### config.mk
export PLATFORM = sky130hd
export DESIGN_NAME = continued_fraction_rational_approx_core
export DESIGN_NICKNAME = d
export VERILOG_FILES = /design/src/rtl/core/cfra_pkg.sv /design/src/rtl/core/cfra_ctrl.sv /design/src/rtl/core/cfra_datapath.sv /design/src/rtl/core/continued_fraction_rational_approx_core.sv
export VERILOG_INCLUDE_DIRS = /design/src /design/src/rtl/core
export SDC_FILE = /design/constraint.sdc
export NUM_CORES = 2
export LEC_CHECK = 0
export ABC_AREA = 1
export BUFFER_PORTS_ARGS = -buffer_cell sky130_fd_sc_hd__clkbuf_2
export CORE_MARGIN = 4
export CORE_UTILIZATION = 50
export DETAILED_ROUTE_END_ITERATION = 12
export PLACE_DENSITY = 0.66
export RECOVER_POWER = 100
export SYNTH_ARGS = -nofsm -noshare
export SYNTH_HDL_FRONTEND = slang
export SYNTH_SLANG_ARGS = --single-unit
### constraint.sdc
create_clock -name clock -period 11.21 [get_ports clock]
set_clock_uncertainty 0.05 [all_clocks]
set_input_delay 1.121 -clock clock [delete_from_list [all_inputs] [get_ports clock]]
set_output_delay 1.121 -clock clock [all_outputs]
set_load 0.03 [all_outputs]
### src/rtl/core/assert_macros.svh
// Assertion macros shared by the rational approximation core.
`ifndef ASSERT_MACROS_SVH
`define ASSERT_MACROS_SVH

// Same-cycle implication, disabled while reset is high.
`define CFRA_ASSERT_IMP(label, clk, rst, ante, cons, msg) \
   label: assert property (@(posedge clk) disable iff (rst) (ante) |-> (cons)) \
      else $error(msg);

// Next-cycle implication, disabled while reset is high.
`define CFRA_ASSERT_NEXT(label, clk, rst, ante, cons, msg) \
   label: assert property (@(posedge clk) disable iff (rst) (ante) |=> (cons)) \
      else $error(msg);

`endif

### src/rtl/core/cfra_pkg.sv
// Types and constants of the continued-fraction rational approximation core.
package cfra_pkg;

   localparam int unsigned NUM_W       = 48;  // numerator width
   localparam int unsigned DEN_W       = 31;  // denominator and limit width
   localparam int unsigned TERM_W      = 31;  // largest term is 2^TERM_W - 1
   localparam int unsigned CHUNK_W     = 16;  // numerator slice per partial product
   localparam int unsigned N_CHUNKS    = NUM_W / CHUNK_W;
   localparam int unsigned CHUNK_IDX_W = 2;
   localparam int unsigned SH_W        = $clog2(NUM_W);

   localparam logic [DEN_W-1:0] DEN_RESET = DEN_W'(10000);

   typedef enum logic [2:0] {
      ST_IDLE,
      ST_DIV,
      ST_MUL_D,
      ST_CHK_D,
      ST_MUL_N,
      ST_UPDATE,
      ST_DONE
   } cfra_state_type;

   typedef struct packed {
      logic                   load;
      logic                   div_step;
      logic                   mul_d;
      logic                   chk_d;
      logic                   mul_n;
      logic                   update;
      logic                   out_load;
      logic [CHUNK_IDX_W-1:0] chunk;
   } cfra_cmd_type;

   typedef struct packed {
      logic exceed;
      logic stop;
   } cfra_status_type;

endpackage

### src/rtl/core/cfra_ctrl.sv
// Sequencer of the rational approximation core: handshakes, step counter and commands.
`include "assert_macros.svh"

module cfra_ctrl #(
   parameter int unsigned DIV_STEPS = 48
) (
   input  logic                      clock,
   input  logic                      reset,
   input  logic                      req_valid,
   output logic                      req_stall,
   output logic                      rsp_valid,
   input  logic                      rsp_stall,
   output cfra_pkg::cfra_cmd_type    cmd,
   input  cfra_pkg::cfra_status_type status
);
   import cfra_pkg::*;

   localparam int unsigned CW = $clog2(DIV_STEPS);

   cfra_state_type state_ff, state_in;
   logic [CW-1:0]  cnt_ff, cnt_in;
   logic           rsp_valid_ff, rsp_valid_in;
   logic           out_free;

   assign out_free  = !rsp_valid_ff || !rsp_stall;
   assign req_stall = (state_ff != ST_IDLE);
   assign rsp_valid = rsp_valid_ff;

   always_comb begin
      state_in = state_ff;
      case (state_ff)
         ST_IDLE: begin
            if (req_valid) state_in = ST_DIV;
         end
         ST_DIV: begin
            if (cnt_ff == CW'(DIV_STEPS - 1)) state_in = ST_MUL_D;
         end
         ST_MUL_D: begin
            state_in = ST_CHK_D;
         end
         ST_CHK_D: begin
            state_in = status.exceed ? ST_DONE : ST_MUL_N;
         end
         ST_MUL_N: begin
            if (cnt_ff == CW'(N_CHUNKS - 1)) state_in = ST_UPDATE;
         end
         ST_UPDATE: begin
            state_in = status.stop ? ST_DONE : ST_DIV;
         end
         ST_DONE: begin
            if (out_free) state_in = ST_IDLE;
         end
         default: begin
            state_in = ST_IDLE;
         end
      endcase
   end

   always_comb begin
      cmd          = '0;
      cmd.chunk    = cnt_ff[CHUNK_IDX_W-1:0];
      case (state_ff)
         ST_IDLE:   cmd.load     = req_valid;
         ST_DIV:    cmd.div_step = 1'b1;
         ST_MUL_D:  cmd.mul_d    = 1'b1;
         ST_CHK_D:  cmd.chk_d    = 1'b1;
         ST_MUL_N:  cmd.mul_n    = 1'b1;
         ST_UPDATE: cmd.update   = 1'b1;
         ST_DONE:   cmd.out_load = out_free;
         default:   cmd.load     = 1'b0;
      endcase
   end

   // The counter restarts whenever the state changes.
   always_comb begin
      if (state_in != state_ff) begin
         cnt_in = '0;
      end else begin
         cnt_in = cnt_ff + CW'(1);
      end
   end

   always_comb begin
      if (cmd.out_load) begin
         rsp_valid_in = 1'b1;
      end else begin
         rsp_valid_in = rsp_valid_ff && rsp_stall;
      end
   end

   always_ff @(posedge clock) begin
      if (reset) begin
         state_ff     <= ST_IDLE;
         cnt_ff       <= '0;
         rsp_valid_ff <= 1'b0;
      end else begin
         state_ff     <= state_in;
         cnt_ff       <= cnt_in;
         rsp_valid_ff <= rsp_valid_in;
      end
   end

   `CFRA_ASSERT_NEXT(a_load_starts_div, clock, reset, cmd.load, (state_ff == ST_DIV) && (cnt_ff == '0), "accepted beat did not start a division")
   `CFRA_ASSERT_IMP(a_chunk_in_range, clock, reset, state_ff == ST_MUL_N, cnt_ff < CW'(N_CHUNKS), "numerator slice index out of range")

endmodule

### src/rtl/core/cfra_datapath.sv
// Datapath of the rational approximation core: serial divider, convergent matrix, output register.
`include "assert_macros.svh"

module cfra_datapath #(
   parameter int unsigned FRAC_BITS = 32,
   parameter int unsigned INT_BITS  = 16
) (
   input  logic                                 clock,
   input  logic                                 reset,
   input  cfra_pkg::cfra_cmd_type               cmd,
   output cfra_pkg::cfra_status_type            status,
   input  logic [cfra_pkg::DEN_W-1:0]           max_den,
   input  logic [cfra_pkg::NUM_W-1:0]           req_x_value,
   output logic [cfra_pkg::NUM_W-1:0]           rsp_numerator,
   output logic [cfra_pkg::DEN_W-1:0]           rsp_denominator
);
   import cfra_pkg::*;

   localparam int unsigned PW = INT_BITS + FRAC_BITS;   // dividend width
   localparam int unsigned QW = FRAC_BITS + 1;          // divisor width
   localparam int unsigned PPW = TERM_W + CHUNK_W;
   localparam int unsigned TLW = QW + TERM_W;

   logic [PW-1:0]      p_ff, p_in;
   logic [QW-1:0]      q_ff, q_in;
   logic [QW-1:0]      rem_ff, rem_in;
   logic [NUM_W-1:0]   n_cur_ff, n_cur_in, n_prev_ff, n_prev_in;
   logic [DEN_W-1:0]   d_cur_ff, d_cur_in, d_prev_ff, d_prev_in;
   logic [2*DEN_W-1:0] dprod_ff, dprod_in;
   logic [NUM_W-1:0]   acc_ff, acc_in;
   logic               stop_ff, stop_in;
   logic [NUM_W-1:0]   num_out_ff;
   logic [DEN_W-1:0]   den_out_ff;

   logic [DEN_W-1:0]    limit;
   logic [PW+NUM_W-1:0] x_ext;
   logic [PW+TERM_W-1:0] p_ext;
   logic [TERM_W-1:0]   term;
   logic [QW:0]         trial;
   logic [QW:0]         trial_diff;
   logic                ge;
   logic [2*DEN_W:0]    den_next;
   logic [TLW-1:0]      tl_r;
   logic [SH_W-1:0]     sh;
   logic [CHUNK_W-1:0]  slice;
   logic [PPW-1:0]      pp;
   logic [NUM_W-1:0]    pp_sh;

   assign limit = (max_den == '0) ? DEN_W'(1) : max_den;
   assign x_ext = {PW'(0), req_x_value};
   assign p_ext = {TERM_W'(0), p_ff};
   assign term  = p_ext[TERM_W-1:0];

   // One restoring division step per cycle.
   assign trial      = {rem_ff, p_ff[PW-1]};
   assign trial_diff = trial - {1'b0, q_ff};
   assign ge         = (trial >= {1'b0, q_ff});

   assign den_next = (2*DEN_W+1)'(dprod_ff) + (2*DEN_W+1)'(d_prev_ff);
   // Largest term times remainder, as (r << TERM_W) - r.
   assign tl_r     = {rem_ff, TERM_W'(0)} - TLW'(rem_ff);

   assign sh    = SH_W'(cmd.chunk) * SH_W'(CHUNK_W);
   assign slice = CHUNK_W'(n_cur_ff >> sh);
   assign pp    = PPW'(slice) * PPW'(term);
   assign pp_sh = NUM_W'(pp) << sh;

   assign status.exceed = (den_next > (2*DEN_W+1)'(limit));
   assign status.stop   = stop_ff;

   always_comb begin
      p_in      = p_ff;
      q_in      = q_ff;
      rem_in    = rem_ff;
      n_cur_in  = n_cur_ff;
      n_prev_in = n_prev_ff;
      d_cur_in  = d_cur_ff;
      d_prev_in = d_prev_ff;
      dprod_in  = dprod_ff;
      acc_in    = acc_ff;
      stop_in   = stop_ff;
      if (cmd.load) begin
         p_in      = x_ext[PW-1:0];
         q_in      = {1'b1, FRAC_BITS'(0)};
         rem_in    = '0;
         n_cur_in  = NUM_W'(1);
         n_prev_in = '0;
         d_cur_in  = '0;
         d_prev_in = DEN_W'(1);
      end
      if (cmd.div_step) begin
         p_in   = {p_ff[PW-2:0], ge};
         rem_in = ge ? trial_diff[QW-1:0] : trial[QW-1:0];
      end
      if (cmd.mul_d) begin
         dprod_in = (2*DEN_W)'(d_cur_ff) * (2*DEN_W)'(term);
         acc_in   = '0;
      end
      if (cmd.chk_d) begin
         // A zero remainder also lands here, as tl_r is then zero.
         stop_in = (TLW'(q_ff) > tl_r);
      end
      if (cmd.mul_n) begin
         acc_in = acc_ff + pp_sh;
      end
      if (cmd.update) begin
         n_prev_in = n_cur_ff;
         n_cur_in  = acc_ff + n_prev_ff;
         d_prev_in = d_cur_ff;
         d_cur_in  = den_next[DEN_W-1:0];
         p_in      = PW'(q_ff);
         q_in      = rem_ff;
         rem_in    = '0;
      end
   end

   always_ff @(posedge clock) begin
      p_ff      <= p_in;
      q_ff      <= q_in;
      rem_ff    <= rem_in;
      n_cur_ff  <= n_cur_in;
      n_prev_ff <= n_prev_in;
      d_cur_ff  <= d_cur_in;
      d_prev_ff <= d_prev_in;
      dprod_ff  <= dprod_in;
      acc_ff    <= acc_in;
      stop_ff   <= stop_in;
      if (cmd.out_load) begin
         num_out_ff <= n_cur_ff;
         den_out_ff <= d_cur_ff;
      end
   end

   assign rsp_numerator   = num_out_ff;
   assign rsp_denominator = den_out_ff;

   `CFRA_ASSERT_NEXT(a_rem_below_divisor, clock, reset, cmd.div_step, rem_ff < q_ff, "division remainder not below divisor")
   `CFRA_ASSERT_NEXT(a_den_within_limit, clock, reset, cmd.update, d_cur_ff <= limit, "denominator exceeds the limit")

endmodule

### src/rtl/core/continued_fraction_rational_approx_core.sv
// Top level of the continued-fraction best rational approximation core.
// Each applied term runs the serial division, the denominator product and limit check, the
// numerator product in slices and the matrix update; a rejected last term ends after the limit
// check. rsp_valid rises as the result enters the output register; division yields one bit per cycle.
// Throughput: one item in flight; the next beat is taken once the result is in the output register.
// Reset (synchronous, active high) idles the sequencer, empties the output and sets the limit to 10000.

module continued_fraction_rational_approx_core #(
   parameter int unsigned FRAC_BITS = 32,
   parameter int unsigned INT_BITS  = 16
) (
   input  logic                           clock,
   input  logic                           reset,
   input  logic                           req_valid,
   output logic                           req_stall,
   input  logic [cfra_pkg::NUM_W-1:0]     req_x_value,
   output logic                           rsp_valid,
   input  logic                           rsp_stall,
   output logic [cfra_pkg::NUM_W-1:0]     rsp_numerator,
   output logic [cfra_pkg::DEN_W-1:0]     rsp_denominator,
   input  logic                           csr_valid,
   output logic                           csr_ready,
   input  logic [cfra_pkg::DEN_W-1:0]     csr_max_denominator
);
   import cfra_pkg::*;

   // The limit register. Writes are expected only while the core is idle, so the
   // register is always open to a beat.
   logic [DEN_W-1:0] max_den_ff, max_den_in;

   cfra_cmd_type    cmd;
   cfra_status_type status;

   assign csr_ready = 1'b1;

   always_comb begin
      if (csr_valid && csr_ready) begin
         max_den_in = csr_max_denominator;
      end else begin
         max_den_in = max_den_ff;
      end
   end

   always_ff @(posedge clock) begin
      if (reset) begin
         max_den_ff <= DEN_RESET;
      end else begin
         max_den_ff <= max_den_in;
      end
   end

   // The sequencer walks the Euclid steps: a full-width serial division for the
   // term, the denominator product and limit check, then the numerator product
   // in slices and the matrix update.
   cfra_ctrl #(
      .DIV_STEPS (INT_BITS + FRAC_BITS)
   ) u_ctrl (
      .clock     (clock),
      .reset     (reset),
      .req_valid (req_valid),
      .req_stall (req_stall),
      .rsp_valid (rsp_valid),
      .rsp_stall (rsp_stall),
      .cmd       (cmd),
      .status    (status)
   );

   // The datapath holds the divider, the convergent matrix and the output register.
   cfra_datapath #(
      .FRAC_BITS (FRAC_BITS),
      .INT_BITS  (INT_BITS)
   ) u_datapath (
      .clock           (clock),
      .reset           (reset),
      .cmd             (cmd),
      .status          (status),
      .max_den         (max_den_ff),
      .req_x_value     (req_x_value),
      .rsp_numerator   (rsp_numerator),
      .rsp_denominator (rsp_denominator)
   );

endmodule

==> out/summary.json <==
{
  "outcome": {"value": "finished, violations left"},
  "violations": {"value": "capacitance limit, slew limit"},
  "final_layout_size_suffix_gt1_frac": {"value": 0.0397},
  "worst_case_setup_margin_in_the_final_layout": {"value": 0.715, "unit": "ns"},
  "routed_wirelength": {"value": 266000, "unit": "µm"},
  "report.final.slew_viol_count": {"value": 865},
  "grtUsageTotal": {"value": 0.317},
  "syn-instance-count": {"value": 10331},
  "min_path_type": {"value": "reg -> reg"},
  "post_drt_wl_per_cell": {"value": 21.2, "unit": "µm"},
  "ys_top_cells_by_area": {"value": "fa_1, edfxtp_1, inv_1"},
  "detail_route.vias_per_cell": {"value": 5.45},
  "clock_pin_transition_on_the_worst_setup_and_hold_timing_paths": {"value": 0.07, "unit": "ns"},
  "final.setup.tns": {"value": 0, "unit": "ns"},
  "worstMarginPinSlew": {"value": 4.84, "unit": "ns"},
  "synth.largest_area_cell": {"value": "fa_1"},
  "worstSetupPathType": {"value": "reg -> reg"},
  "cts-root-buf": {"value": "clkbuf_16"},
  "period_share": {"value": 0.936},
  "port-buffer-count": {"value": 164},
  "syn_area": {"value": 81000, "unit": "µm²"},
  "postSynthAreaPerCell": {"value": 7.84, "unit": "µm²"},
  "hold_viol": {"value": 0},
  "worst_setup_path_end_kind": {"value": "flop"},
  "core.rowCount": {"value": 147},
  "sequential_standard_cell_area": {"value": 14200, "unit": "µm²"},
  "ys_flop_type": {"value": "edfxtp_1"},
  "number_of_antenna_violations_at_the_first_check_in_global_routing": {"value": 7},
  "gp_congestion": {"value": 1.02},
  "ys_warnings": {"value": 0},
  "clock_path_buffers": {"value": 3},
  "area_growth": {"value": 6.27, "unit": "%"},
  "timing.final.crit_period": {"value": 10.50, "unit": "ns"},
  "number_of_flops_mapped_to_enable_cells_by_yosys": {"value": 414},
  "first_global_vias": {"value": 70765},
  "dr_total_vias": {"value": 68195},
  "arrival": {"value": 11.01, "unit": "ns"},
  "setup-violations-final": {"value": 0},
  "timing.slew.headroom": {"value": -2.23},
  "dp_hpwl": {"value": 215000, "unit": "µm"},
  "post_route_ant_nets": {"value": 0},
  "grt_setup_unrepaired": {"value": "false"},
  "final_net_count": {"value": 12243},
  "synth_top_area_frac": {"value": 0.308},
  "max-cap-violations": {"value": 21},
  "remaining_drc_errors": {"value": 0},
  "netlist-cell-type-count": {"value": 78},
  "placement.setup.worst_slack": {"value": 1.02, "unit": "ns"},
  "fillers": {"value": 15520},
  "cts_made_buffers": {"value": 60},
  "initialDrtViolationCount": {"value": 5147},
  "startpoint_type": {"value": "flop"},
  "die_area": {"value": 169000, "unit": "µm²"},
  "cts.sink_count": {"value": 503},
  "synthesis_stage_register_bit_count": {"value": 503},
  "number_of_detailed_route_iterations_in_the_first_pass": {"value": 7},
  "start_util": {"value": 0.504},
  "synthArstFlopShare": {"value": 0},
  "ys_seq_area_frac": {"value": 0.175},
  "footprint_of_the_multi_input_gates": {"value": 55700, "unit": "µm²"},
  "cp_slowest_stage_delay": {"value": 2.13, "unit": "ns"},
  "worst_skew_pair.late_latency": {"value": 0.71, "unit": "ns"},
  "fp.dieH": {"value": 411, "unit": "µm"},
  "cts-hold-fix-buffers": {"value": 0},
  "core_area": {"value": 161000, "unit": "µm²"},
  "tritoncts_clock_tree": {"value": "done"},
  "htreeDepth": {"value": 2},
  "path_max_fanout": {"value": 39},
  "dieWidth": {"value": 411, "unit": "µm"},
  "pin_count_of_the_biggest_net_entering_global_routing": {"value": 120},
  "critical_path_required": {"value": 11.73, "unit": "ns"},
  "post_cts_resize_count": {"value": 0},
  "first_pass_grt_wire_length": {"value": 412000, "unit": "µm"},
  "worst_path_max_delay_cell": {"value": "clkbuf_1"},
  "count_of_buffers_added_by_post_cts_timing_repair_for_setup": {"value": 0},
  "overflow_left_after_global_routing": {"value": 0},
  "fmax": {"value": 95.3, "unit": "MHz"},
  "nets_in_the_synthesized_netlist": {"value": 12262},
  "i_o_pin_cnt": {"value": 166}
}
==> synth_stat cells (6+ instances only) <==
library cell and count:
a21boi_0 6, buf_1 44, o21bai_1 21, nor4_1 23, a31oi_1 73, a22oi_1 19
nand4_1 58, nor2_1 662, nand3_1 194, clkbuf_1 316, o221ai_1 24, a21oi_2 7
or2_2 19, fa_1 1245, o21ai_0 327, ha_1 602, nor2_4 10, o31ai_1 8
nand2_2 12, dfxtp_1 89, a211oi_1 8, nor2_2 12, nor3_1 70, and3_1 9
a21o_1 24, nand2_4 6, nand2_1 2482, a21oi_1 549, inv_1 2567, xnor2_1 52
xor2_1 146, edfxtp_1 414, o21a_1 50, inv_2 11, o21ai_1 28, buf_6 6
nand3b_1 11, buf_2 17, o211ai_1 43
==> stage by stage <==
stage                     hold WS, ns  cell area [µm²]  cells   util
after CTS                       0.397            86400  12520  0.537
after floorplan                 0.376            81000  10331      -
after detailed placement        0.383            84300  12410  0.524
after global placement          0.388            84300  12410  0.524
after global routing            0.399            86100  12520  0.536
final                           0.395            86100  12523  0.536
==> kinds of logic (layout without fill, tap and decap cells) <==
kind of cell	Yosys count	in the layout	share of synthesized area
other cells	1	4	0.0000463
compound gates	1232	1232	0.0868
flops	503	503	0.175
fa+ha+maj	1847	1847	0.401
simple gates	3583	3583	0.177
buf+inv	2966	2995	0.138
xor+xnor	199	199	0.0216
==> routing by layer <==
layer  wire length [µm]  track usage  vias up
li1                   -            -    31189
met1             108000        0.410    34082
met2             129000        0.546     2367
met3              17900       0.0460      553
met4              11000        0.111        4
met5                 27            0        -
==> path summary, 6_finish.rpt <==
kind / start / to / slack, ns / cells after the start
setup / recovery: u_datapath.p_ff[0] / u_datapath.acc_ff[45] / 0.71 / 32
hold / removal: u_datapath.d_cur_ff[16] / u_datapath.rsp_denominator[16] / 0.40 / 0
setup reg to reg: u_datapath.p_ff[0] / u_datapath.acc_ff[45] / 0.71 / 32
hold reg to reg: u_datapath.d_cur_ff[16] / u_datapath.rsp_denominator[16] / 0.40 / 0
==> sequential cells by signal, indices dropped and copies added, names as in the netlist <==
name,cells
max_den_ff,31
u_datapath.rsp_numerator,48
u_datapath.d_cur_ff,31
u_datapath.rsp_denominator,31
u_datapath.stop_ff,1
u_datapath.d_prev_ff,31
u_datapath.p_ff,48
u_datapath.n_cur_ff,48
u_ctrl.cnt_ff,6
u_datapath.n_prev_ff,48
u_datapath.dprod_ff,62
u_datapath.acc_ff,48
u_datapath.q_ff,33
u_ctrl.state_ff,3
u_datapath.rem_ff,33
u_ctrl.rsp_valid,1
==> placed cells by master (no fill, tap or decap), drive strengths merged, types with 3 or more instances in the layout <==
cell type / synthesis / final
o221ai: 24 / 24
o21a: 50 / 50
a21o: 24 / 24
a31oi: 74 / 74
nor3: 76 / 76
nand4: 58 / 58
o2111ai: 5 / 5
o21bai: 23 / 23
bufinv: 0 / 7
nand2: 2500 / 2500
fa: 1245 / 1245
buf: 68 / 118
nand3b: 11 / 11
ha: 602 / 602
nand3: 195 / 195
nor4: 23 / 23
a221oi: 5 / 5
clkinv: 1 / 22
o22ai: 5 / 5
inv: 2579 / 2582
o21ai: 361 / 361
edfxtp: 414 / 414
or2: 23 / 23
and3: 9 / 9
a22oi: 19 / 19
o211ai: 44 / 44
dfxtp: 89 / 89
clkbuf: 318 / 256
o31ai: 8 / 8
a21boi: 10 / 10
xnor2: 52 / 52
xor2: 147 / 147
nor2: 685 / 685
clkinvlp: 0 / 10
diode: 0 / 3
a21oi: 557 / 557
a211oi: 9 / 9
==> layout make-up <==
| class | count | area share |
|---|---|---|
| flip-flops and latches | 503 | 0.165 |
| inverters | 2580 | 0.113 |
| clock buffers | 69 | 0.0183 |
| multi-input cells | 6862 | 0.647 |
| well taps | 2160 | 0.0314 |
| repair buffers | 305 | 0.0204 |
| diodes | 3 | 0.0000872 |
| clock inverters | 41 | 0.00572 |
==> worst max-delay path, delay by kind of cell (launching register included) <==
kind                     cells  cell delay [ns]
AND/OR/NAND/NOR              8             1.34
adder cells (fa/ha/maj)      8             2.74
AO/OA/AOI/OAI                9             2.33
buffers and inverters        6             2.52
XOR/XNOR                     1             0.49
flip-flops                   1             0.89
Power is left out: the tool's default activity adds up to more than one toggle a clock period on the data nets, which glitch-free logic cannot reach.
